## config.mk

```make
export PLATFORM = sky130hd
export DESIGN_NAME = bwma_queue
export DESIGN_NICKNAME = d
export VERILOG_FILES = /design/src/rtl/bwma_queue.sv
export SDC_FILE = /design/constraint.sdc
export NUM_CORES = 1
export LEC_CHECK = 0
export BUFFER_PORTS_ARGS = -buffer_cell sky130_fd_sc_hd__buf_2
export CELL_PAD_IN_SITES_DETAIL_PLACEMENT = 0
export CELL_PAD_IN_SITES_GLOBAL_PLACEMENT = 1
export CORE_MARGIN = 2
export CORE_UTILIZATION = 45
export CTS_BUF_LIST = sky130_fd_sc_hd__clkbuf_4 sky130_fd_sc_hd__clkbuf_8 sky130_fd_sc_hd__clkbuf_16
export DETAILED_ROUTE_END_ITERATION = 16
export PLACE_DENSITY = 0.73
export SYNTH_ARGS = -nofsm -noshare
export SYNTH_HDL_FRONTEND = slang
export SYNTH_SLANG_ARGS = --single-unit
```

## constraint.sdc

```tcl
create_clock -name clk -period 4.4 [get_ports clk]
set_input_delay 0.66 -clock clk [delete_from_list [all_inputs] [get_ports clk]]
set_output_delay 0.66 -clock clk [all_outputs]
set_load 0.005 [all_outputs]
```

## src/rtl/bwma_queue.sv

```systemverilog
module bwma_queue #(
  parameter int W     = 8,
  parameter int DEPTH = 4
) (
  input  logic         clk,
  input  logic         rst_n,
  input  logic         push,
  input  logic [W-1:0] push_data,
  output logic         full,
  input  logic         pop,
  output logic [W-1:0] pop_data,
  output logic         empty
);
  localparam int PW = (DEPTH > 1) ? $clog2(DEPTH) : 1;
  localparam int CW = $clog2(DEPTH + 1);

  logic [W-1:0]  mem_r [DEPTH];
  logic [PW-1:0] wr_r, rd_r;
  logic [CW-1:0] cnt_r;

  assign full     = (cnt_r == CW'(DEPTH));
  assign empty    = (cnt_r == '0);
  assign pop_data = mem_r[rd_r];

  always_ff @(posedge clk) begin
    if (push) mem_r[wr_r] <= push_data;
  end

  always_ff @(posedge clk) begin
    if (!rst_n) begin
      wr_r  <= '0;
      rd_r  <= '0;
      cnt_r <= '0;
    end else begin
      if (push) wr_r <= (wr_r == PW'(DEPTH - 1)) ? '0 : wr_r + PW'(1);
      if (pop) rd_r <= (rd_r == PW'(DEPTH - 1)) ? '0 : rd_r + PW'(1);
      if (push && !pop) cnt_r <= cnt_r + CW'(1);
      else if (pop && !push) cnt_r <= cnt_r - CW'(1);
    end
  end

  a_cnt_bound: assert property (@(posedge clk) disable iff (!rst_n)
    cnt_r <= CW'(DEPTH)) else $error("queue count beyond depth");
  a_no_overrun: assert property (@(posedge clk) disable iff (!rst_n)
    !(push && full && !pop)) else $error("push into full queue");
  a_no_underrun: assert property (@(posedge clk) disable iff (!rst_n)
    !(pop && empty)) else $error("pop from empty queue");
  a_cnt_step: assert property (@(posedge clk) disable iff (!rst_n)
    (push && !pop) |=> (cnt_r == $past(cnt_r) + CW'(1))) else $error("queue count step");

endmodule

```

## Word-level counts from Yosys, hierarchy flattened

Memory sizes are Yosys's and may differ from the RTL's. A register that Yosys moved wholly into a read port is not among the register bits.
Cells that the tools add are included.

- Flip-flop bits (word level): 7
- Memory bits (writable): 32
- Input bits: 12
- Word-level logic and storage cells: 25
- Memories: 1

- Add/subtract/negate cells: 4
- Equal/unequal tests: 3
- Mux-type cells: 8
- Reductions and logical operators: 6

Memory list:

| name | words | width | read ports | clocked after Yosys merged registers in | write ports | RTL line | source |
|---|---|---|---|---|---|---|---|
| mem_r | 4 | 8 | 1 | 1 | 1 | 17 | `logic [W-1:0] mem_r [DEPTH];` |

Operators with widths:

| cell | count |
|---|---|
| 2-to-1 mux 2 bit | 4 |
| 2-to-1 mux 3 bit | 2 |
| adder 2 x 1 -> 2 bit, second input constant | 2 |
| equality test 2 bit, second input constant | 2 |
| adder 3 x 1 -> 3 bit, second input constant | 1 |
| equality test 3 bit, second input constant | 1 |
| zero test 3 bit | 1 |
| subtractor 3 x 1 -> 3 bit, second input constant | 1 |
| logical AND 1 bit | 2 |
| zero test 1 bit | 2 |
| 2-to-1 mux 1 bit | 2 |
| nonzero test 2 bit | 1 |

## Logic depth before layout (Yosys ltp)

Gate-level depths: netlist (run 1).

- Word-level depth: 4
- Mapped depth: 7
- Mapped depth without buffers: 7

## Worst setup path after synthesis (run 1)

No wires, ideal clock.

- Path type: input to register
- From: input port pop
- To: register cnt_r[2]
- Library setup time: 0.070 ns
- Data arrival time: 1.853 ns
- Required time: 4.330 ns
- Path slack: 2.477 ns
- Cell stages on the path: 7
- Buffers on the path: 0
- Cell sequence: inv_1 -> ha_1 -> inv_1 -> fa_1 -> xor2_1 -> or3_1 -> a21boi_1

- Word-level cells in the longest chain between the ends: 3
- Elaborated cells on any way between the ends: 5
- Those cells by class: mux (1); reduce/logical (4)

RTL lines:

| element | RTL line | source |
|---|---|---|
| from (decl) | 10 | `input logic pop,` |
| zero test 1 bit | 37 | `if (push && !pop) cnt_r <= cnt_r + CW'(1);` |
| logical AND 1 bit | 37 |  |
| 2-to-1 mux 3 bit / nonzero test 2 bit (equally long branches) | n/a |  |
| to (signal assigned) | 37 |  |
| to (signal assigned) | 38 | `else if (pop && !push) cnt_r <= cnt_r - CW'(1);` |
| to (decl) | 19 | `logic [CW-1:0] cnt_r;` |

Parallel ways exist; a longest one is shown, timed or not.
A chain may end at the register's enable or synchronous reset.

==> results.cfg, run 1 <==
[timing]
maxSlewViolCount = 0
finalSetupTns_ns = 0
post-route-period-util_pct = 53.9
finalSetupViolCount = 0
post-route-min-period_ns = 2.37
max_freq_ghz = 0.422
worst_pin_slew_ns = 0.532
relSlewSlack_pct = 64.5
setup_ws_ns = 2.03
clock_skew_ns = 0.00892
rsz0062_at_grt = no
hold_viol_final = 0

[logic_synthesis]
synth.avg_cell_area_um2 = 18.8
yosysTopAreaCellShare_pct = 59.5
syn-num-nets = 105
synth_ff_type = edfxtp_1
synth_edf_count = 32
seq_area_frac_synth_pct = 70.6
synthTopCellsByCount = edfxtp_1, dfxtp_1, mux4_2
synth_most_common_cell = edfxtp_1
synth.area.top_cells = edfxtp_1, dfxtp_1, mux4_2
synth-async-reset-ratio_pct = 0
synthDistinctLibCells = 20
synth_seq_cells = 41
synth.largest_area_cell = edfxtp_1
ys_warn_count = 0
synth_cells = 86
netlist_area_um2 = 1620

[finish]
postLayoutCoreUtil_pct = 54.3
seq_area_um2 = 1140
fill_cells = 289
final_area_um2 = 1840
multi_input_area_um2 = 443
drive_above_1_share_pct = 31.9
syn2layout_area_growth_pct = 13.9
fin_nets = 131
n_antenna_cell = 0

[floorplanning]
core_um2 = 3390
ios = 22
die_w_um = 63.9
start_util_pct = 47.7
rows = 21
die_area_um2 = 4080
dieHeight_um = 63.9

[clock_network]
worstSkewPairLatency_ns = 0.34
cts.sinks = 41
cts_made_buffers = 5
cts-resized-gates = 0
cts.reportedPaths.clkPinSlew_ns = 0.12
cts_tree = built
cts_hold_buf = 0
root_buffer = clkbuf_4
cts_setup_buffers = 0
htree_levels = 2
clock_path_buffers = 2

[pwr]
pwr-share-seq_pct = 59.5
p_int_uw = 603
p_clk_share_pct = 30.0
vdd_ir_drop_max_mv = 0.259
power.leakage_nw = 0.671
switchingPower_uw = 166
p_comb_share_pct = 10.5
total_power_uw = 769
power-per-cell-area_nw_per_um2 = 418
sw_frac_of_total_pct = 21.6

[route]
drc = 0
wl_per_cell_um = 15.5
vias = 798
routed_wl_um = 2460
antenna_left = 0
drt-initial-drc-count = 22
vias_per_cell = 5.02
dr.pass1.iters = 4

[setup_path]
worstSetupEndpointType = primary output
r2r-start = cnt_r[0]
worst-path-max-fanout = 8
worstPathRequired_ns = 3.74
worstSetupPathType = flip-flop to primary output
cp-start-kind = flip-flop
worstPathArrival_ns = 1.71

[global_route]
grt_start_max_net_pins = 14
grt_pass1_wl_um = 4150
grtUsageTotal_pct = 14.0
antenna_found_initial = 0
grt_overflow = 0
grt_pass1_vias = 863

[placement]
postPlaceCellArea_um2 = 1760
port_buffers = 21
dpl.hpwl_um = 1740
post-place-ws_ns = 2.19
gp_congestion = 0.675

[min_path]
min_from = push_data[4]
hold_path_class = input port to flip-flop

[outcome]
status = finished, final reports clean

[job]
drv_cap = 0
-- per-stage QoR --
step | instances | hold WS (ns)
global placement | 151 | 0.488
CTS | 159 | 0.516
floorplan | 86 | 0.465
finish | 159 | 0.531
global route | 159 | 0.510
detailed placement | 151 | 0.524
-- layout by cell type (no fill, tap or decap), drive strengths merged --
| master | Yosys | final |
|---|---|---|
| a21boi | 1 | 1 |
| and2 | 5 | 5 |
| buf | 1 | 21 |
| bufinv | 0 | 1 |
| clkbuf | 1 | 5 |
| clkinv | 0 | 1 |
| clkinvlp | 0 | 1 |
| dfxtp | 9 | 9 |
| edfxtp | 32 | 32 |
| fa | 1 | 1 |
| ha | 6 | 6 |
| inv | 4 | 4 |
| mux2i | 4 | 4 |
| mux4 | 8 | 8 |
| nor2 | 1 | 1 |
| nor2b | 5 | 5 |
| nor3 | 2 | 2 |
| nor3b | 1 | 1 |
| o21a | 1 | 1 |
| o21ai | 1 | 1 |
| or3 | 1 | 1 |
| xnor2 | 1 | 1 |
| xor2 | 1 | 1 |
-- final timing paths --
kind                 endpoint  slack, ns  cells after the start
setup reg to reg     cnt_r[2]       2.89                      4
hold / removal    mem_r[0][4]       0.53                      1
setup / recovery  pop_data[4]       2.03                      2
hold reg to reg      cnt_r[2]       0.53                      2
-- area by class of cell --
class | count | share of cell area, %
Inverter | 4 | 0.816
Clock inverter | 3 | 2.24
Timing Repair Buffer | 21 | 5.71
Tap cell | 46 | 3.13
Clock buffer | 5 | 2.04
Sequential cell | 41 | 62.0
Multi-Input combinational cell | 39 | 24.1
-- kinds of logic (layout without fill, tap and decap cells) --
kind of cell	Yosys count	count (layout)	synth area share (%)
XOR/XNOR	2	2	1.08
adder cells (fa/ha/maj)	7	7	5.89
AO/OA/AOI/OAI	3	3	1.24
multiplexers	12	12	13.6
buffers and inverters	6	33	1.94
flip-flops	41	41	70.6
AND/OR/NAND/NOR	15	15	5.58
-- flip-flops by register name, indices dropped and copies added, names as in the netlist, named ones only --
register  cells
cnt_r         3
mem_r        32
rd_r          2
wr_r          2
-- worst max-delay path, stage by stage (launching register included) --
cell and delay, ns:
dfxtp_1 0.67, mux4_2 0.57, buf_2 0.14
-- metal layers --
metal	global-route usage, %	vias up	routed length (µm)	part of all wire (%)
met5	0	-	0	0
met2	25.0	17	1310	53
li1	-	381	-	-
met3	4.40	4	101	4.1
met4	4.08	0	31	1.3
met1	16.1	396	1010	41
-- power groups by stage --
stage | combinational, mW | clock (mW) | sequential, mW
after CTS | 0.0824 | 0.238 | 0.458
final | 0.0805 | 0.231 | 0.457
after global placement | 0.0798 | 0 | 0.465
after floorplan | 0.0563 | 0 | 0.458
after global routing | 0.0917 | 0.256 | 0.461
after detailed placement | 0.0817 | 0 | 0.467
(Power assumes the default switching activity.)
==> run 2: changes to the inputs <==
Settings changed: ABC_AREA set to 1, PLACE_DENSITY 0.73 to 0.76.
Clock period 4.4 ns to 2.4 ns, I/O delays scaled along.
==> run 2 against run 1 <==
Compared with the run above:
- synthesized area grew 2.2%
- via count grew 32%
- synthesized cell count up 57%
- non-clock buffer count up 1
- core utilization fell by 2.1 points
- critical path type unchanged
==> results.cfg, run 2 <==
[finish]
postLayoutCoreUtil_pct = 52.2
syn2layout_area_growth_pct = 14.0
fin_nets = 181
final_common_cell = edfxtp_1
layout.cells.non_filler = 211
fill_cells = 322
final_area_um2 = 1880
drive_above_1_share_pct = 20.2
n_antenna_cell = 0
final_cell_mix = edfxtp_1, nor2_1, buf_2, inv_1, o21ai_0
largest-register = mem_r
largest_reg_flops = 32
top_regs = mem_r x32, cnt_r x3

[min_path]
hold_path_class = input port to flip-flop
min_from = push_data[1]

[logic_synthesis]
synth_cells = 135
synth.avg_cell_area_um2 = 12.2
synth_most_common_cell = edfxtp_1
synth.area.top_cells = edfxtp_1, dfxtp_1, nor2_1
ys_warn_count = 0
syn-num-nets = 154
yosysTopAreaCellShare_pct = 58.2
synth.largest_area_cell = edfxtp_1
synthDistinctLibCells = 19
seq_area_frac_synth_pct = 69.1
netlist_area_um2 = 1650
synth-async-reset-ratio_pct = 0
synth_seq_cells = 41
synth_ff_type = edfxtp_1
synth_edf_count = 32
synthTopCellsByCount = edfxtp_1, nor2_1, inv_1, o21ai_0, dfxtp_1

[clock_network]
worstSkewPairLatency_ns = 0.29
cts_tree = built
cts_setup_buffers = 0
cts.reportedPaths.clkPinSlew_ns = 0.07
cts_made_buffers = 5
root_buffer = clkbuf_8
cts-resized-gates = 0
cts_hold_buf = 0
htree_levels = 2
clock_path_buffers = 2
cts.sinks = 41

[timing]
finalSetupTns_ns = 0
clock_skew_ns = 0.00358
finalSetupViolCount = 0
relSlewSlack_pct = 73.7
rsz0062_at_grt = no
worst_pin_slew_ns = 0.395
hold_viol_final = 0
post-route-min-period_ns = 1.83
maxSlewViolCount = 0
post-route-period-util_pct = 76.3
max_freq_ghz = 0.546

[global_route]
grt_pass1_wl_um = 4760
grt_start_max_net_pins = 17
grt_overflow = 0
antenna_found_initial = 0
grt_pass1_vias = 1104
grtUsageTotal_pct = 15.7

[placement]
port_buffers = 21
postPlaceCellArea_um2 = 1800
dpl.hpwl_um = 1900
place_inst = 203
gp_congestion = 0.746

[route]
vias = 1053
routed_wl_um = 2760
antenna_left = 0
drt-initial-drc-count = 31
dr.pass1.iters = 4
vias_per_cell = 4.99
drc = 0
wl_per_cell_um = 13.1

[pwr]
vdd_ir_drop_max_mv = 0.435
power-per-cell-area_nw_per_um2 = 746
power.leakage_nw = 0.759

[floorplanning]
start_util_pct = 45.8
core_um2 = 3610
rows = 22
dieHeight_um = 64.6
die_w_um = 64.6
ios = 22
die_area_um2 = 4170

[setup_path]
worstSetupEndpointType = primary output
worstSetupPathType = flip-flop to primary output
worstPathArrival_ns = 1.47
worstPathRequired_ns = 2.04
r2r-start = wr_r[0]
cp-start-kind = flip-flop
worst-path-max-fanout = 16

[job]
drv_cap = 0

[outcome]
status = finished, final reports clean
## run 2: layout make-up
class | count | area (µm²) | area share [%]
multi-input cells | 76 | 428 | 22.7
clock buffers | 5 | 68.8 | 3.65
well taps | 48 | 60.1 | 3.19
inverters | 16 | 60.1 | 3.19
flip-flops and latches | 41 | 1140 | 60.6
repair buffers | 22 | 113 | 5.98
clock inverters | 3 | 12.5 | 0.664
## run 2: logic make-up (layout without fill, tap and decap cells)
| kind of cell | after synthesis | after routing | synth area share [%] |
|---|---|---|---|
| xor+xnor | 1 | 1 | 0.530 |
| flops | 41 | 41 | 69.1 |
| simple gates | 38 | 38 | 9.47 |
| buf+inv | 18 | 46 | 5.00 |
| compound gates | 30 | 30 | 10.2 |
| fa+ha+maj | 7 | 7 | 5.76 |
## run 2: per-stage QoR
| stage | worst slack, ns | total power, mW | hold WS, ns |
|---|---|---|---|
| 5_1_grt | 0.385 | 1.48 | 0.277 |
| 3_5_place_dp | 0.797 | 1.01 | 0.520 |
| 6_report | 0.569 | 1.40 | 0.282 |
| 4_1_cts | 0.541 | 1.42 | 0.276 |
| 2_1_floorplan | 0.989 | 0.944 | 0.459 |
| 3_3_place_gp | 0.836 | 1.00 | 0.508 |
## run 2: path summary, 6_finish.rpt
path / endpoint / slack, ns / cells past startpoint
hold / removal: mem_r[3][1] / 0.28 / 1
setup / recovery: pop_data[0] / 0.57 / 4
setup reg to reg: mem_r[3][5] / 1.09 / 3
hold reg to reg: wr_r[1] / 0.53 / 2
## run 2: where the power goes
part,internal (mW),switching (mW)
Clock,0.195,0.217
Sequential,0.805,0.0260
Combinational,0.0668,0.0943
## run 2: per-layer routing
layer / track usage (%) / share of wire, % / vias to the layer above
met5: 0 / 0 / -
met4: 8.78 / 2.0 / 0
met3: 3.65 / 5.3 / 5
met2: 26.6 / 48 / 20
met1: 18.3 / 45 / 507
li1: - / - / 521
## run 2: worst max-delay path, stage by stage, from the launching register on
cell and delay (ns):
dfxtp_1 0.53, inv_2 0.22, o21ai_0 0.20, o22ai_1 0.09
buf_2 0.13
==> run 3: changes to the inputs <==
Settings changed: CORE_UTILIZATION 45 to 40, PLACE_DENSITY 0.76 to 0.72.
Clock period 2.4 ns to 1.6 ns, I/O delays scaled along.
==> run 3 against run 2 <==
Compared with the run above:
- die area increased by 12%
- register-to-register slack worse by 0.80 ns
- core utilization decreased by 4.6 points
- first-iteration DRC count grew 16%
- sequential power up 50%
- sequential share of layout area is 0.45 points lower
- via count fell by 0.57%
- worst hold slack got worse by 0.13 ns
- critical endpoint is now pop_data[3]
- largest cell class unchanged
- highest routed layer unchanged
==> results.cfg, run 3 (synthesis results as in run 2) <==
[clock_network]
clock_path_buffers = 2
cts.reportedPaths.clkPinSlew_ns = 0.09
cts.sinks = 41
cts_made_buffers = 5
root_buffer = clkbuf_8
cts_tree = built
htree_levels = 2
worstSkewPairLatency_ns = 0.30

[setup_path]
cpPeakStageDelay_ns = 0.40
worstPathArrival_ns = 1.27
worst-path-max-fanout = 7
worstPathRequired_ns = 1.36
r2r-start = wr_r[0]
crit_chain = buf_4, o21ai_0, o22ai_1, buf_2
reg2regPathDepth = 3
r2r_end = mem_r[3][3]
regToRegSetupSlack_ns = 0.29
cp-start-kind = flip-flop
cp_top_family = flip-flops
worstSetupPathType = flip-flop to primary output
worstSetupEndpointType = primary output
path_buf_inv = 2
crit_slowest_cell = dfxtp_4

[pwr]
vdd_ir_drop_max_mv = 0.431
power.leakage_nw = 0.768
total_power_mw = 2.14
power-per-cell-area_nw_per_um2 = 1130

[finish]
multi_input_area_um2 = 428
largest-register = mem_r
postLayoutCoreUtil_pct = 47.6
fill_cells = 355
largest_reg_flops = 32
drive_above_1_share_pct = 23.2
top_regs = mem_r x32, cnt_r x3
fin_nets = 182
final_common_cell = edfxtp_1
seq_area_um2 = 1150
final_cell_mix = edfxtp_1, nor2_1, buf_2, o21ai_0, inv_1
final_area_um2 = 1910
n_antenna_cell = 0
syn2layout_area_growth_pct = 15.4

[min_path]
hold_path_class = input port to flip-flop
min_from = push_data[6]
hold_depth = 1
whs_endpoint = mem_r[0][6]

[floorplanning]
rows = 23
die_w_um = 68.3
core_um2 = 4000
die_area_um2 = 4660
dieHeight_um = 68.3
ios = 22
start_util_pct = 41.3

[route]
dr.pass1.iters = 4
vias = 1047
routed_wl_um = 2880
highest_layer = met4
wl_met3_um = 133
drc = 0
wl_per_cell_um = 13.5
vias_per_cell = 4.89
antenna_left = 0
met1_length_um = 1290
wl_met2_um = 1420
drt-initial-drc-count = 36

[timing]
max_freq_ghz = 0.664
setup_ws_ns = 0.0945
worst_pin_slew_ns = 0.405
maxSlewViolCount = 0
clock_skew_ns = 0.0144
finalSetupViolCount = 0
finalSetupTns_ns = 0
post-route-min-period_ns = 1.51
post-route-period-util_pct = 94.1
rsz0062_at_grt = no
relSlewSlack_pct = 73.0
hold_viol_final = 0

[placement]
postPlaceCellArea_um2 = 1810
dpl.hpwl_um = 1990
port_buffers = 21
gp_congestion = 0.755
post-place-ws_ns = 0.111

[job]
drv_cap = 0

[global_route]
grt_overflow = 0
antenna_found_initial = 0
grt_pass1_wl_um = 4590
grt_pass1_vias = 1024
grt_start_max_net_pins = 17
grtUsageTotal_pct = 14.4

[outcome]
status = finished, final reports clean
==> run 3: cell count changes in the layout (fill, tap and decap cells not counted), sizes merged <==
cell,delta
buf,+1
==> run 3: where the power goes <==
group | internal, mW | switching, mW
sequential | 1.21 | 0.0387
combinational | 0.103 | 0.142
clock | 0.301 | 0.351
==> run 3: through the flow <==
| step | hold WS [ns] | std cells |
|---|---|---|
| finish | 0.156 | 214 |
| global route | 0.140 | 214 |
| CTS | 0.139 | 214 |
| detailed placement | 0.461 | 206 |
| global placement | 0.450 | 206 |
| floorplan | 0.339 | 135 |
==> run 3: final cells by class <==
type,instances,share of cell area (%)
clock buffers,5,3.61
clock inverters,3,0.919
inverters,16,3.28
multi-input cells,76,22.5
flip-flops and latches,41,60.1
well taps,50,3.28
repair buffers,23,6.30
==> run 3: timing repair <==
| item | CTS | global route |
|---|---|---|
| resized for setup | 3 | 3 |
| hold buffers | 0 | 0 |
| hold endpoints to repair | 0 | 0 |
| setup endpoints to repair | 8 | 7 |
| buffers inserted | 0 | 0 |
==> run 3: worst max-delay path by stage <==
stage                     depth (start not counted)  slack (ns)           to
after floorplan                                  10        0.31     cnt_r[2]
after global placement                           11        0.15     cnt_r[2]
after detailed placement                         11        0.11     cnt_r[2]
after CTS                                         4       0.002  pop_data[3]
after global routing                              4        0.01  pop_data[0]
final                                             4        0.09  pop_data[3]
==> run 3: metal layers <==
metal  up-vias  GRT usage, %
met5         -             0
met3         5          3.95
met2        23          23.8
li1        527             -
met1       492          16.7
met4         0          8.25
