`src/rtl/bwma_pkg.sv`:
```
package bwma_pkg;

  localparam int REG_LEVELS      = 5;
  localparam int LEVELS_DEF      = 5;
  localparam int SIZE_BITS_DEF   = 16;
  localparam int OFFSET_BITS_DEF = 32;
  localparam int QUEUE_DEPTH_DEF = 4;
  localparam int SIZE_REG_BITS   = 16;
  localparam int MASK_BITS       = 4 * REG_LEVELS;
  localparam int MODE_BITS       = 3;
  localparam int CFG_IDX_BITS    = 3;
  localparam int CFG_DATA_BITS   = 20;
  localparam logic [31:0] QNAN   = 32'h7FC0_0000;

  typedef enum logic [CFG_IDX_BITS-1:0] {
    REG_SIZE0 = 3'd0,
    REG_SIZE1 = 3'd1,
    REG_SIZE2 = 3'd2,
    REG_SIZE3 = 3'd3,
    REG_SIZE4 = 3'd4,
    REG_MASKS = 3'd5,
    REG_MODE  = 3'd6
  } cfg_reg_e;

  typedef enum logic [MODE_BITS-1:0] {
    MODE_ADD     = 3'd0,
    MODE_SUB     = 3'd1,
    MODE_RSUB    = 3'd2,
    MODE_DOT_ADD = 3'd3,
    MODE_DOT_SUB = 3'd4
  } op_mode_e;

  typedef struct packed {
    logic [31:0] a_value;
    logic [31:0] b_value;
    logic [31:0] c_value;
    logic [31:0] d_value;
  } in_beat_t;

  typedef struct packed {
    logic [31:0] result_value;
    logic [31:0] out_index;
    logic [31:0] next_a_offset;
    logic [31:0] next_b_offset;
    logic [31:0] next_c_offset;
    logic [31:0] next_d_offset;
    logic        final_element;
  } out_beat_t;

  typedef struct packed {
    logic [CFG_IDX_BITS-1:0]  index;
    logic [CFG_DATA_BITS-1:0] value;
  } cfg_beat_t;

  typedef struct packed {
    logic [REG_LEVELS-1:0][SIZE_REG_BITS-1:0] sizes;
    logic [MASK_BITS-1:0]                     masks;
    logic [MODE_BITS-1:0]                     mode;
  } cfg_t;

  typedef struct packed {
    logic        valid;
    logic [31:0] bits;
  } spec_t;

  function automatic logic [4:0] lzc27(input logic [26:0] v);
    logic [4:0] n;
    logic       hit;
    n   = 5'd0;
    hit = 1'b0;
    for (int i = 26; i >= 0; i--) begin
      if (!hit) begin
        if (v[i]) hit = 1'b1;
        else n = n + 5'd1;
      end
    end
    return n;
  endfunction

  function automatic logic [23:0] mant24(input logic [31:0] x);
    return {|x[30:23], x[22:0]};
  endfunction

  function automatic spec_t mul_special(input logic [31:0] x, input logic [31:0] y);
    logic  xn, yn, xi, yi, xz, yz, s;
    spec_t r;
    xn = (x[30:23] == 8'hFF) && (x[22:0] != 23'd0);
    yn = (y[30:23] == 8'hFF) && (y[22:0] != 23'd0);
    xi = (x[30:23] == 8'hFF) && (x[22:0] == 23'd0);
    yi = (y[30:23] == 8'hFF) && (y[22:0] == 23'd0);
    xz = (x[30:0] == 31'd0);
    yz = (y[30:0] == 31'd0);
    s  = x[31] ^ y[31];
    r  = '{valid: 1'b0, bits: 32'd0};
    if (xn || yn || (xi && yz) || (xz && yi)) r = '{valid: 1'b1, bits: QNAN};
    else if (xi || yi) r = '{valid: 1'b1, bits: {s, 8'hFF, 23'd0}};
    else if (xz || yz) r = '{valid: 1'b1, bits: {s, 31'd0}};
    return r;
  endfunction

  function automatic logic [31:0] round_pack(input logic sgn, input logic signed [9:0] e,
                                             input logic [26:0] sig);
    logic [26:0]        m;
    logic [26:0]        lost;
    logic [9:0]         sh;
    logic               up;
    logic [24:0]        r;
    logic signed [9:0]  ee;
    logic [22:0]        frac;
    m    = sig;
    lost = '0;
    ee   = e;
    sh   = 10'd0;
    if (e <= 10'sd0) begin
      sh = 10'(10'sd1 - e);
      if (sh >= 10'd27) begin
        lost = sig;
        m    = '0;
      end else begin
        lost = sig & ((27'd1 << sh) - 27'd1);
        m    = sig >> sh;
      end
    end
    m[0] = m[0] | (|lost);
    up   = m[2] & (m[3] | m[1] | m[0]);
    r    = {1'b0, m[26:3]} + {24'd0, up};
    if (e > 10'sd0) begin
      if (r[24]) begin
        ee   = e + 10'sd1;
        frac = r[23:1];
      end else begin
        frac = r[22:0];
      end
      if (ee >= 10'sd255) return {sgn, 8'hFF, 23'd0};
      return {sgn, ee[7:0], frac};
    end
    return {sgn, 7'd0, r[23], r[22:0]};
  endfunction

endpackage

```
`src/rtl/bwma_in_if.sv`:
```
interface bwma_in_if;
  import bwma_pkg::*;
  logic     valid;
  logic     ready;
  in_beat_t data;
  modport source (output valid, output data, input ready);
  modport sink (input valid, input data, output ready);
endinterface

```
`src/rtl/bwma_cfg_if.sv`:
```
interface bwma_cfg_if;
  import bwma_pkg::*;
  logic      valid;
  logic      ready;
  cfg_beat_t data;
  modport source (output valid, output data, input ready);
  modport sink (input valid, input data, output ready);
endinterface

```
`src/rtl/bwma_front.sv`:
```
module bwma_front #(
  parameter int LEVELS    = 5,
  parameter int SIZE_BITS = 16
) (
  input  logic                              clk,
  input  logic                              rst_n,
  bwma_cfg_if.sink                          cfg_s,
  bwma_in_if.sink                           in_s,
  input  logic                              q_full,
  output logic                              q_push,
  output bwma_pkg::in_beat_t                q_item,
  output logic [LEVELS-1:0][SIZE_BITS-1:0]  q_cnt,
  output logic [31:0]                       q_index,
  output logic                              q_final,
  output bwma_pkg::cfg_t                    cfg_o
);
  import bwma_pkg::*;

  logic [REG_LEVELS-1:0][SIZE_REG_BITS-1:0] size_r;
  logic [MASK_BITS-1:0]                     masks_r;
  logic [MODE_BITS-1:0]                     mode_r;
  logic [LEVELS-1:0][SIZE_BITS-1:0]         cnt_r, cnt_nxt, esz;
  logic [31:0]                              pos_r;
  logic                                     carry;

  function automatic logic [SIZE_BITS-1:0] eff_size(input logic [SIZE_REG_BITS-1:0] v);
    logic [SIZE_BITS-1:0] t;
    t = SIZE_BITS'(v);
    return (t == '0) ? SIZE_BITS'(1) : t;
  endfunction

  assign cfg_s.ready = 1'b1;
  assign cfg_o       = '{sizes: size_r, masks: masks_r, mode: mode_r};

  always_ff @(posedge clk) begin
    if (!rst_n) begin
      for (int i = 0; i < REG_LEVELS; i++) size_r[i] <= SIZE_REG_BITS'(1);
      masks_r <= '0;
      mode_r  <= '0;
    end else if (cfg_s.valid) begin
      unique case (cfg_s.data.index) inside
        REG_SIZE0, REG_SIZE1, REG_SIZE2, REG_SIZE3, REG_SIZE4:
          size_r[cfg_s.data.index] <= cfg_s.data.value[SIZE_REG_BITS-1:0];
        REG_MASKS: masks_r <= cfg_s.data.value[MASK_BITS-1:0];
        REG_MODE:  mode_r  <= cfg_s.data.value[MODE_BITS-1:0];
        default: ;
      endcase
    end
  end

  for (genvar g = 0; g < LEVELS; g++) begin : g_esz
    if (g < REG_LEVELS) begin : g_reg
      assign esz[g] = eff_size(size_r[g]);
    end else begin : g_one
      assign esz[g] = SIZE_BITS'(1);
    end
  end

  always_comb begin
    carry   = 1'b1;
    cnt_nxt = cnt_r;
    for (int l = 0; l < LEVELS; l++) begin
      if (carry) begin
        if (cnt_r[l] >= esz[l] - SIZE_BITS'(1)) begin
          cnt_nxt[l] = '0;
        end else begin
          cnt_nxt[l] = cnt_r[l] + SIZE_BITS'(1);
          carry      = 1'b0;
        end
      end
    end
  end

  assign in_s.ready = !q_full;
  assign q_push     = in_s.valid && !q_full;
  assign q_item     = in_s.data;
  assign q_cnt      = cnt_nxt;
  assign q_index    = pos_r;
  assign q_final    = carry;

  always_ff @(posedge clk) begin
    if (!rst_n) begin
      cnt_r <= '0;
      pos_r <= '0;
    end else if (q_push) begin
      cnt_r <= cnt_nxt;
      pos_r <= carry ? 32'd0 : pos_r + 32'd1;
    end
  end

endmodule

```
`src/flat_wrapper.sv`:
```
// flat-port wrapper written by rule: the top's interface ports become plain ports
module bwma_front_flat import bwma_pkg::*;
#(
  parameter int LEVELS    = 5,
  parameter int SIZE_BITS = 16
)
  (clk, rst_n, q_full, q_push, q_item, q_cnt, q_index, q_final, cfg_o, cfg_s_valid, cfg_s_data, cfg_s_ready, in_s_valid, in_s_data, in_s_ready);
  bwma_cfg_if cfg_s_i ();
  bwma_in_if in_s_i ();
  input  logic clk;
  input  logic rst_n;
  input  logic q_full;
  output logic q_push;
  output bwma_pkg::in_beat_t q_item;
  output logic [LEVELS-1:0][SIZE_BITS-1:0] q_cnt;
  output logic [31:0] q_index;
  output logic q_final;
  output bwma_pkg::cfg_t cfg_o;
  input wire logic [$bits(cfg_s_i.valid)-1:0] cfg_s_valid;
  input wire logic [$bits(cfg_s_i.data)-1:0] cfg_s_data;
  output wire logic [$bits(cfg_s_i.ready)-1:0] cfg_s_ready;
  input wire logic [$bits(in_s_i.valid)-1:0] in_s_valid;
  input wire logic [$bits(in_s_i.data)-1:0] in_s_data;
  output wire logic [$bits(in_s_i.ready)-1:0] in_s_ready;
  assign cfg_s_i.valid = cfg_s_valid;
  assign cfg_s_i.data = cfg_s_data;
  assign cfg_s_ready = cfg_s_i.ready;
  assign in_s_i.valid = in_s_valid;
  assign in_s_i.data = in_s_data;
  assign in_s_ready = in_s_i.ready;
  bwma_front #(.LEVELS(LEVELS), .SIZE_BITS(SIZE_BITS)) u_core (.clk(clk), .rst_n(rst_n), .cfg_s(cfg_s_i), .in_s(in_s_i), .q_full(q_full), .q_push(q_push), .q_item(q_item), .q_cnt(q_cnt), .q_index(q_index), .q_final(q_final), .cfg_o(cfg_o));
endmodule
```
`config.mk`:
```
export PLATFORM = sky130hd
export DESIGN_NAME = bwma_front_flat
export DESIGN_NICKNAME = d
export VERILOG_FILES = /design/src/rtl/bwma_pkg.sv /design/src/rtl/bwma_in_if.sv /design/src/rtl/bwma_cfg_if.sv /design/src/rtl/bwma_front.sv /design/src/flat_wrapper.sv
export SDC_FILE = /design/constraint.sdc
export NUM_CORES = 1
export LEC_CHECK = 0
export ABC_AREA = 0
export BUFFER_PORTS_ARGS = -buffer_cell sky130_fd_sc_hd__buf_2
export CORE_ASPECT_RATIO = 0.5
export CORE_UTILIZATION = 30
export DETAILED_ROUTE_END_ITERATION = 8
export HOLD_SLACK_MARGIN = 0.06
export PLACE_DENSITY = 0.6
export SLEW_MARGIN = 20
export SYNTH_ARGS = -nofsm -noshare
export SYNTH_HDL_FRONTEND = slang
export SYNTH_SLANG_ARGS = --single-unit
```
`constraint.sdc`:
```
create_clock -name clk -period 6.08 [get_ports clk]
set_clock_uncertainty 0.2 [all_clocks]
set_input_delay 0.608 -clock clk [delete_from_list [all_inputs] [get_ports clk]]
set_output_delay 0.608 -clock clk [all_outputs]
set_load 0.02 [all_outputs]
```
======== Word level (Yosys, flattened, before mapping) ========
Cells that the tools add are included.
word-level totals
  register bits ........................... 215
  input bits .............................. 156
  output and inout port bits .............. 347
  word-level logic and storage cells ...... 77
operators by class
  add/sub/neg operators ................... 11
  magnitude comparators ................... 7
  equality and inequality tests ........... 6
  muxes and demuxes ....................... 27
  reductions and logical operators ........ 13
operators by type and width
  cell                                                                    number
  16-bit two-way mux                                                      15
  16-bit by 1-bit adder with 16-bit output (second input constant)        5
  80-bit bitwise mux                                                      1
  16-bit >= comparator                                                    5
  16-bit zero test                                                        5
  16-bit by 1-bit subtractor with 16-bit output (second input constant)   5
  16-bit demux with 3-bit select                                          1
  32-bit by 1-bit adder with 32-bit output (second input constant)        1
  32-bit two-way mux                                                      1
  3-bit equality test (second input constant)                             3
  1-bit two-way mux                                                       9
  3-bit by 2-bit equality test with 1-bit output (second input constant)  2
  2-bit AND reduction                                                     3
  5-bit OR reduction                                                      1
  3-bit by 4-bit < comparator with 1-bit output (second input constant)   1
  3-bit by 1-bit equality test with 1-bit output (second input constant)  1
  3-bit by 1-bit >= comparator with 1-bit output (second input constant)  1
  3-bit zero test                                                         1
  1-bit logical AND                                                       2
  1-bit zero test                                                         1

======== Depth between registers and ports, before layout ========
  word-level depth ........................ 10
  depth in mapped cells ................... 21
  mapped depth without buffers ............ 19

======== Least setup slack after synthesis ========
OpenSTA, ideal clock, no wires.
  path kind ............................... flip-flop to output port
  from .................................... register u_core.size_r, in the netlist u_core.cfg_o[64]
  to ...................................... output port q_cnt[66] in the netlist's numbering
  arrival time ............................ 4940 ps
  required time ........................... 5272 ps
  path slack .............................. 332 ps
  stages on the path, launching flop included .. 20
  buffers on the path ..................... 1
  path through ............................ dfxtp_1 > or4_1 > or3_1 > or3b_1 > nor4_1 > nor2_1 > ha_1 > nor3b_1 > nand2_1 > nor2_1 > xnor2_1 > ha_1 > nand2_1 > o21a_1 > o211a_2 > a221o_1 > a221oi_4 > nand3_1 > clkbuf_1 > o21ai_0
RTL lines
  what                             line                text
  start, declared                  bwma_front.sv:19    logic [REG_LEVELS-1:0][SIZE_REG_BITS-1:0] size_r;
  start signal, assigned by index  bwma_front.sv:43    size_r[cfg_s.data.index] <= cfg_s.data.value[SIZE_REG_BITS-1:0];
  end, declared                    flat_wrapper.sv:15  output logic [LEVELS-1:0][SIZE_BITS-1:0] q_cnt;

==> run_summary.xml <==
<?xml version="1.0" encoding="UTF-8"?>
<metrics>
  <group name="grt">
    <metric name="grt_pass1_vias" unit="">12991</metric>
    <metric name="number_of_antenna_violations_at_the_first_check_in_global_routing" unit="">0</metric>
    <metric name="gr-usage-all-layers" unit="%">18.4</metric>
    <metric name="grt_start_max_net_pins" unit="">103</metric>
    <metric name="grt_first_pass_wirelength" unit="um">73100</metric>
    <metric name="globalRouteOverflowTotal" unit="">0</metric>
  </group>
  <group name="sta">
    <metric name="rsz0062_at_grt" unit="">yes</metric>
    <metric name="finalWorstPathRequiredPeriod" unit="ns">6.05</metric>
    <metric name="maxSlewViolCount" unit="">0</metric>
    <metric name="tightestPinTransition" unit="ns">1.11</metric>
    <metric name="setup_total_negative_slack" unit="ns">0</metric>
    <metric name="hold_viol_final" unit="">0</metric>
    <metric name="setup_violating_endpoint_count_in_the_final_report" unit="">0</metric>
    <metric name="timing.final.crit_share" unit="%">99.5</metric>
    <metric name="max_slew_margin" unit="%">25.8</metric>
    <metric name="max_freq" unit="MHz">165</metric>
  </group>
  <group name="power_and_ir_drop">
    <metric name="p_leak" unit="nW">6.83</metric>
    <metric name="share_comb_of_total_power" unit="%">22.1</metric>
    <metric name="sw_frac_of_total" unit="%">32.0</metric>
    <metric name="worst_ir_drop_vdd" unit="mV">0.203</metric>
    <metric name="power_density" unit="nW/um^2">223</metric>
    <metric name="cellInternalPower" unit="mW">2.63</metric>
    <metric name="clkPwrFrac" unit="%">40.2</metric>
    <metric name="p_sw" unit="mW">1.24</metric>
    <metric name="power.total" unit="mW">3.86</metric>
    <metric name="p_seq_share" unit="%">37.7</metric>
  </group>
  <group name="placement">
    <metric name="place.gp.congestion" unit="">0.942</metric>
    <metric name="detailed_place_hpwl" unit="um">34700</metric>
    <metric name="io_buffers" unit="">245</metric>
    <metric name="place_area" unit="um^2">15600</metric>
  </group>
  <group name="floorplanning">
    <metric name="row_count" unit="">56</metric>
    <metric name="die-width" unit="um">314</metric>
    <metric name="dieHeight" unit="um">158</metric>
    <metric name="num_io_pins" unit="">503</metric>
    <metric name="fp.coreArea" unit="um^2">47500</metric>
    <metric name="initial_utilization" unit="%">30.8</metric>
    <metric name="design.die.area" unit="um^2">49700</metric>
  </group>
  <group name="yosys">
    <metric name="syn-num-nets" unit="">2185</metric>
    <metric name="synth.cell_area" unit="um^2">14600</metric>
    <metric name="asyncSetResetFlopFracSynth" unit="%">0</metric>
    <metric name="synth_top_flop_cell" unit="">sky130_fd_sc_hd__dfxtp_1</metric>
    <metric name="edff_count_synth" unit="">0</metric>
    <metric name="syn-mean-instance-area" unit="um^2">7.55</metric>
    <metric name="synth-seq-area-share" unit="%">29.4</metric>
    <metric name="synth_warn" unit="">0</metric>
    <metric name="yosys.cell_types.count" unit="">72</metric>
    <metric name="syn-instance-count" unit="">1938</metric>
    <metric name="synth.ff_latch_count" unit="">215</metric>
  </group>
  <group name="job">
    <metric name="maxCapViolCount" unit="">0</metric>
  </group>
  <group name="final_layout">
    <metric name="finish.net_count" unit="">2295</metric>
    <metric name="total_area_of_multi_input_combinational_cells" unit="um^2">9340</metric>
    <metric name="syn_to_final_growth" unit="%">18.2</metric>
    <metric name="final.fill_count" unit="">5009</metric>
    <metric name="post_route_cells_drive_above_1_share" unit="%">21.4</metric>
    <metric name="regArea" unit="um^2">4310</metric>
    <metric name="layout.cell_area.non_filler" unit="um^2">17300</metric>
    <metric name="n_antenna_cell" unit="">0</metric>
  </group>
  <group name="clock_tree">
    <metric name="clock-root-buffer" unit="">sky130_fd_sc_hd__clkbuf_16</metric>
    <metric name="hold_buffers" unit="">0</metric>
    <metric name="tritoncts" unit="">done</metric>
    <metric name="cts_buffers" unit="">24</metric>
    <metric name="clk_pin_slew_worst_paths" unit="ns">0.06</metric>
    <metric name="clkLatencyLatePin" unit="ns">0.56</metric>
    <metric name="max-clock-path-buffers" unit="">3</metric>
    <metric name="clock-sinks" unit="">215</metric>
    <metric name="cts.htree.levels" unit="">1</metric>
  </group>
  <group name="detailed_routing">
    <metric name="drt_pre_antenna_iters" unit="">5</metric>
    <metric name="drtIter0Drc" unit="">1166</metric>
    <metric name="routed_wirelength" unit="um">49000</metric>
    <metric name="routed_wire_length_per_instance" unit="um">18.1</metric>
    <metric name="detailed_route_vias_per_instance" unit="">5.33</metric>
    <metric name="dr_total_vias" unit="">14417</metric>
    <metric name="antenna_left" unit="">0</metric>
    <metric name="remaining_drc_errors" unit="">0</metric>
  </group>
  <group name="critical_path">
    <metric name="element_type_at_the_critical_path_end" unit="">output port</metric>
    <metric name="timing.critical_path.from_type" unit="">flip-flop</metric>
    <metric name="maximum_fanout_encountered_on_the_critical_timing_path" unit="">8</metric>
    <metric name="timing.setup.critical_path_class" unit="">flip-flop to output port</metric>
    <metric name="worst_ep_arrival_time" unit="ns">5.24</metric>
    <metric name="worst_ep_required_time" unit="ns">5.27</metric>
  </group>
  <group name="run_status">
    <metric name="status" unit="">complete, no violations</metric>
  </group>
  <group name="worst_hold_path">
    <metric name="hold_path_class" unit="">input pin to flip-flop</metric>
  </group>
</metrics>
[cells by family (layout without fill, tap and decap cells)]
logic type                 count (synthesis)  after routing  share of synthesized area [%]
DFF                                      215            215                           29.4
buffers and inverters                    257            384                           10.1
adders and majority gates                 91             91                           7.78
AOI/OAI and AO/OA                        451            451                           19.6
and+or+nand+nor                          801            801                           25.7
xor gates and xnor gates                 117            117                           7.00
muxes                                      5              5                          0.350
other                                      1              1                         0.0256
[critical path: stages (launching register included)]
cell                        delay, ns
sky130_fd_sc_hd__dfxtp_2         0.32
sky130_fd_sc_hd__or4_4           0.56
sky130_fd_sc_hd__nor4b_4         0.27
sky130_fd_sc_hd__nand2_2         0.13
sky130_fd_sc_hd__or3_4           0.34
sky130_fd_sc_hd__nor2_1          0.09
sky130_fd_sc_hd__nor2_1          0.06
sky130_fd_sc_hd__ha_2            0.21
sky130_fd_sc_hd__nand2_4         0.08
sky130_fd_sc_hd__nor2_4          0.04
sky130_fd_sc_hd__xnor2_2         0.12
sky130_fd_sc_hd__ha_1            0.31
sky130_fd_sc_hd__and4_4          0.25
sky130_fd_sc_hd__nand4_1         0.14
sky130_fd_sc_hd__a2111oi_4       0.36
sky130_fd_sc_hd__nor3_2          0.10
sky130_fd_sc_hd__buf_6           0.15
sky130_fd_sc_hd__a221oi_4        0.27
sky130_fd_sc_hd__buf_6           0.17
sky130_fd_sc_hd__nand3_4         0.11
sky130_fd_sc_hd__buf_12          0.18
sky130_fd_sc_hd__o31ai_4         0.23
sky130_fd_sc_hd__buf_6           0.15
[registers in the layout, summed over array words and instances, names as in the netlist]
| register | flops |
|---|---|
| u_core.cfg_o | 80 |
| u_core.cnt_r | 80 |
| u_core.q_index | 32 |
| u_core.mode_r | 3 |
| u_core.masks_r | 20 |
[layout make-up]
type	instances	area share (%)
multi-input cells	1466	54.0
flip-flops and latches	215	24.9
repair buffers	310	11.0
well taps	638	4.61
clock buffers	33	3.90
clock inverters	10	0.904
inverters	31	0.687
[routing by layer]
layer	wire (um)	part of all wire (%)	vias to the layer above	track usage, %
met4	2210	4.5	0	8.32
li1	-	-	6962	-
met3	2860	5.8	126	2.71
met1	20600	42	6833	23.4
met2	23300	48	496	30.9
met5	0	0	-	0
[metrics by stage]
step	std cells	setup WS, ns	hold WS [ns]	util [%]
floorplan	1938	0.332	0.266	-
global placement	2631	0.250	0.240	32.9
detailed placement	2631	0.183	0.245	32.9
CTS	2687	-0.0962	0.0640	35.4
global route	2703	-0.116	0.0861	36.4
finish	2703	0.0330	0.0849	36.4
[worst paths after layout]
check,to,cells after the start,from,slack [ns]
hold / removal,u_core.masks_r[19],3,cfg_s_data[19],0.08
hold reg to reg,u_core.masks_r[11],2,u_core.masks_r[11],0.25
setup reg to reg,u_core.cnt_r[70],19,u_core.cfg_o[64],0.75
setup / recovery,q_cnt[77],22,u_core.cfg_o[29],0.03
[cell usage in the layout (no fill, tap or decap), drive strengths merged, types with 28 or more instances in the layout]
master,n
a211oi,28
a21oi,181
and3,36
buf,308
clkbuf,35
dfxtp,215
ha,91
inv,32
nand2,338
nand3,70
nand4,28
nor2,139
nor3,47
o21ai,81
o31ai,36
xnor2,68
xor2,49
[power by group through the flow]
| stage | logic (mW) | clock network (mW) | registers, mW |
|---|---|---|---|
| 6_report | 0.853 | 1.55 | 1.46 |
| 5_1_grt | 0.914 | 1.64 | 1.46 |
| 4_1_cts | 0.734 | 1.58 | 1.45 |
| 3_5_place_dp | 0.694 | 0 | 1.49 |
| 3_3_place_gp | 0.691 | 0 | 1.49 |
| 2_1_floorplan | 0.562 | 0 | 1.50 |
[synth_stat cells, types with 15 or more instances]
cell type / number / area share [%]
sky130_fd_sc_hd__nand2_1: 338 / 8.7
sky130_fd_sc_hd__dfxtp_1: 215 / 29
sky130_fd_sc_hd__a21oi_1: 181 / 6.2
sky130_fd_sc_hd__nor2_1: 139 / 3.6
sky130_fd_sc_hd__buf_4: 132 / 6.8
sky130_fd_sc_hd__ha_1: 91 / 7.8
sky130_fd_sc_hd__clkbuf_1: 78 / 2.0
sky130_fd_sc_hd__nand3_1: 70 / 2.4
sky130_fd_sc_hd__xnor2_1: 68 / 4.1
sky130_fd_sc_hd__o21ai_0: 66 / 2.3
sky130_fd_sc_hd__xor2_1: 49 / 2.9
sky130_fd_sc_hd__nor3_1: 46 / 1.6
sky130_fd_sc_hd__and3_1: 36 / 1.5
sky130_fd_sc_hd__o31ai_1: 35 / 1.8
sky130_fd_sc_hd__inv_1: 31 / 0.79
sky130_fd_sc_hd__a211oi_1: 28 / 1.4
sky130_fd_sc_hd__nand4_1: 28 / 1.2
sky130_fd_sc_hd__or3_1: 25 / 1.1
sky130_fd_sc_hd__or4_1: 20 / 1.0
sky130_fd_sc_hd__nor4_1: 18 / 0.77
sky130_fd_sc_hd__o22ai_1: 17 / 0.73
sky130_fd_sc_hd__a21o_1: 16 / 0.82
sky130_fd_sc_hd__nand2b_1: 16 / 0.68
sky130_fd_sc_hd__o21ai_1: 15 / 0.51
[repair_timing]
item	CTS	global route
gates cloned	1	4
pin swaps	15	18
setup endpoints to repair	74	80
buffers inserted	12	12
gates resized for setup	71	80
hold endpoints to repair	0	0
No activity file was read; power rests on OpenSTA's default activity.
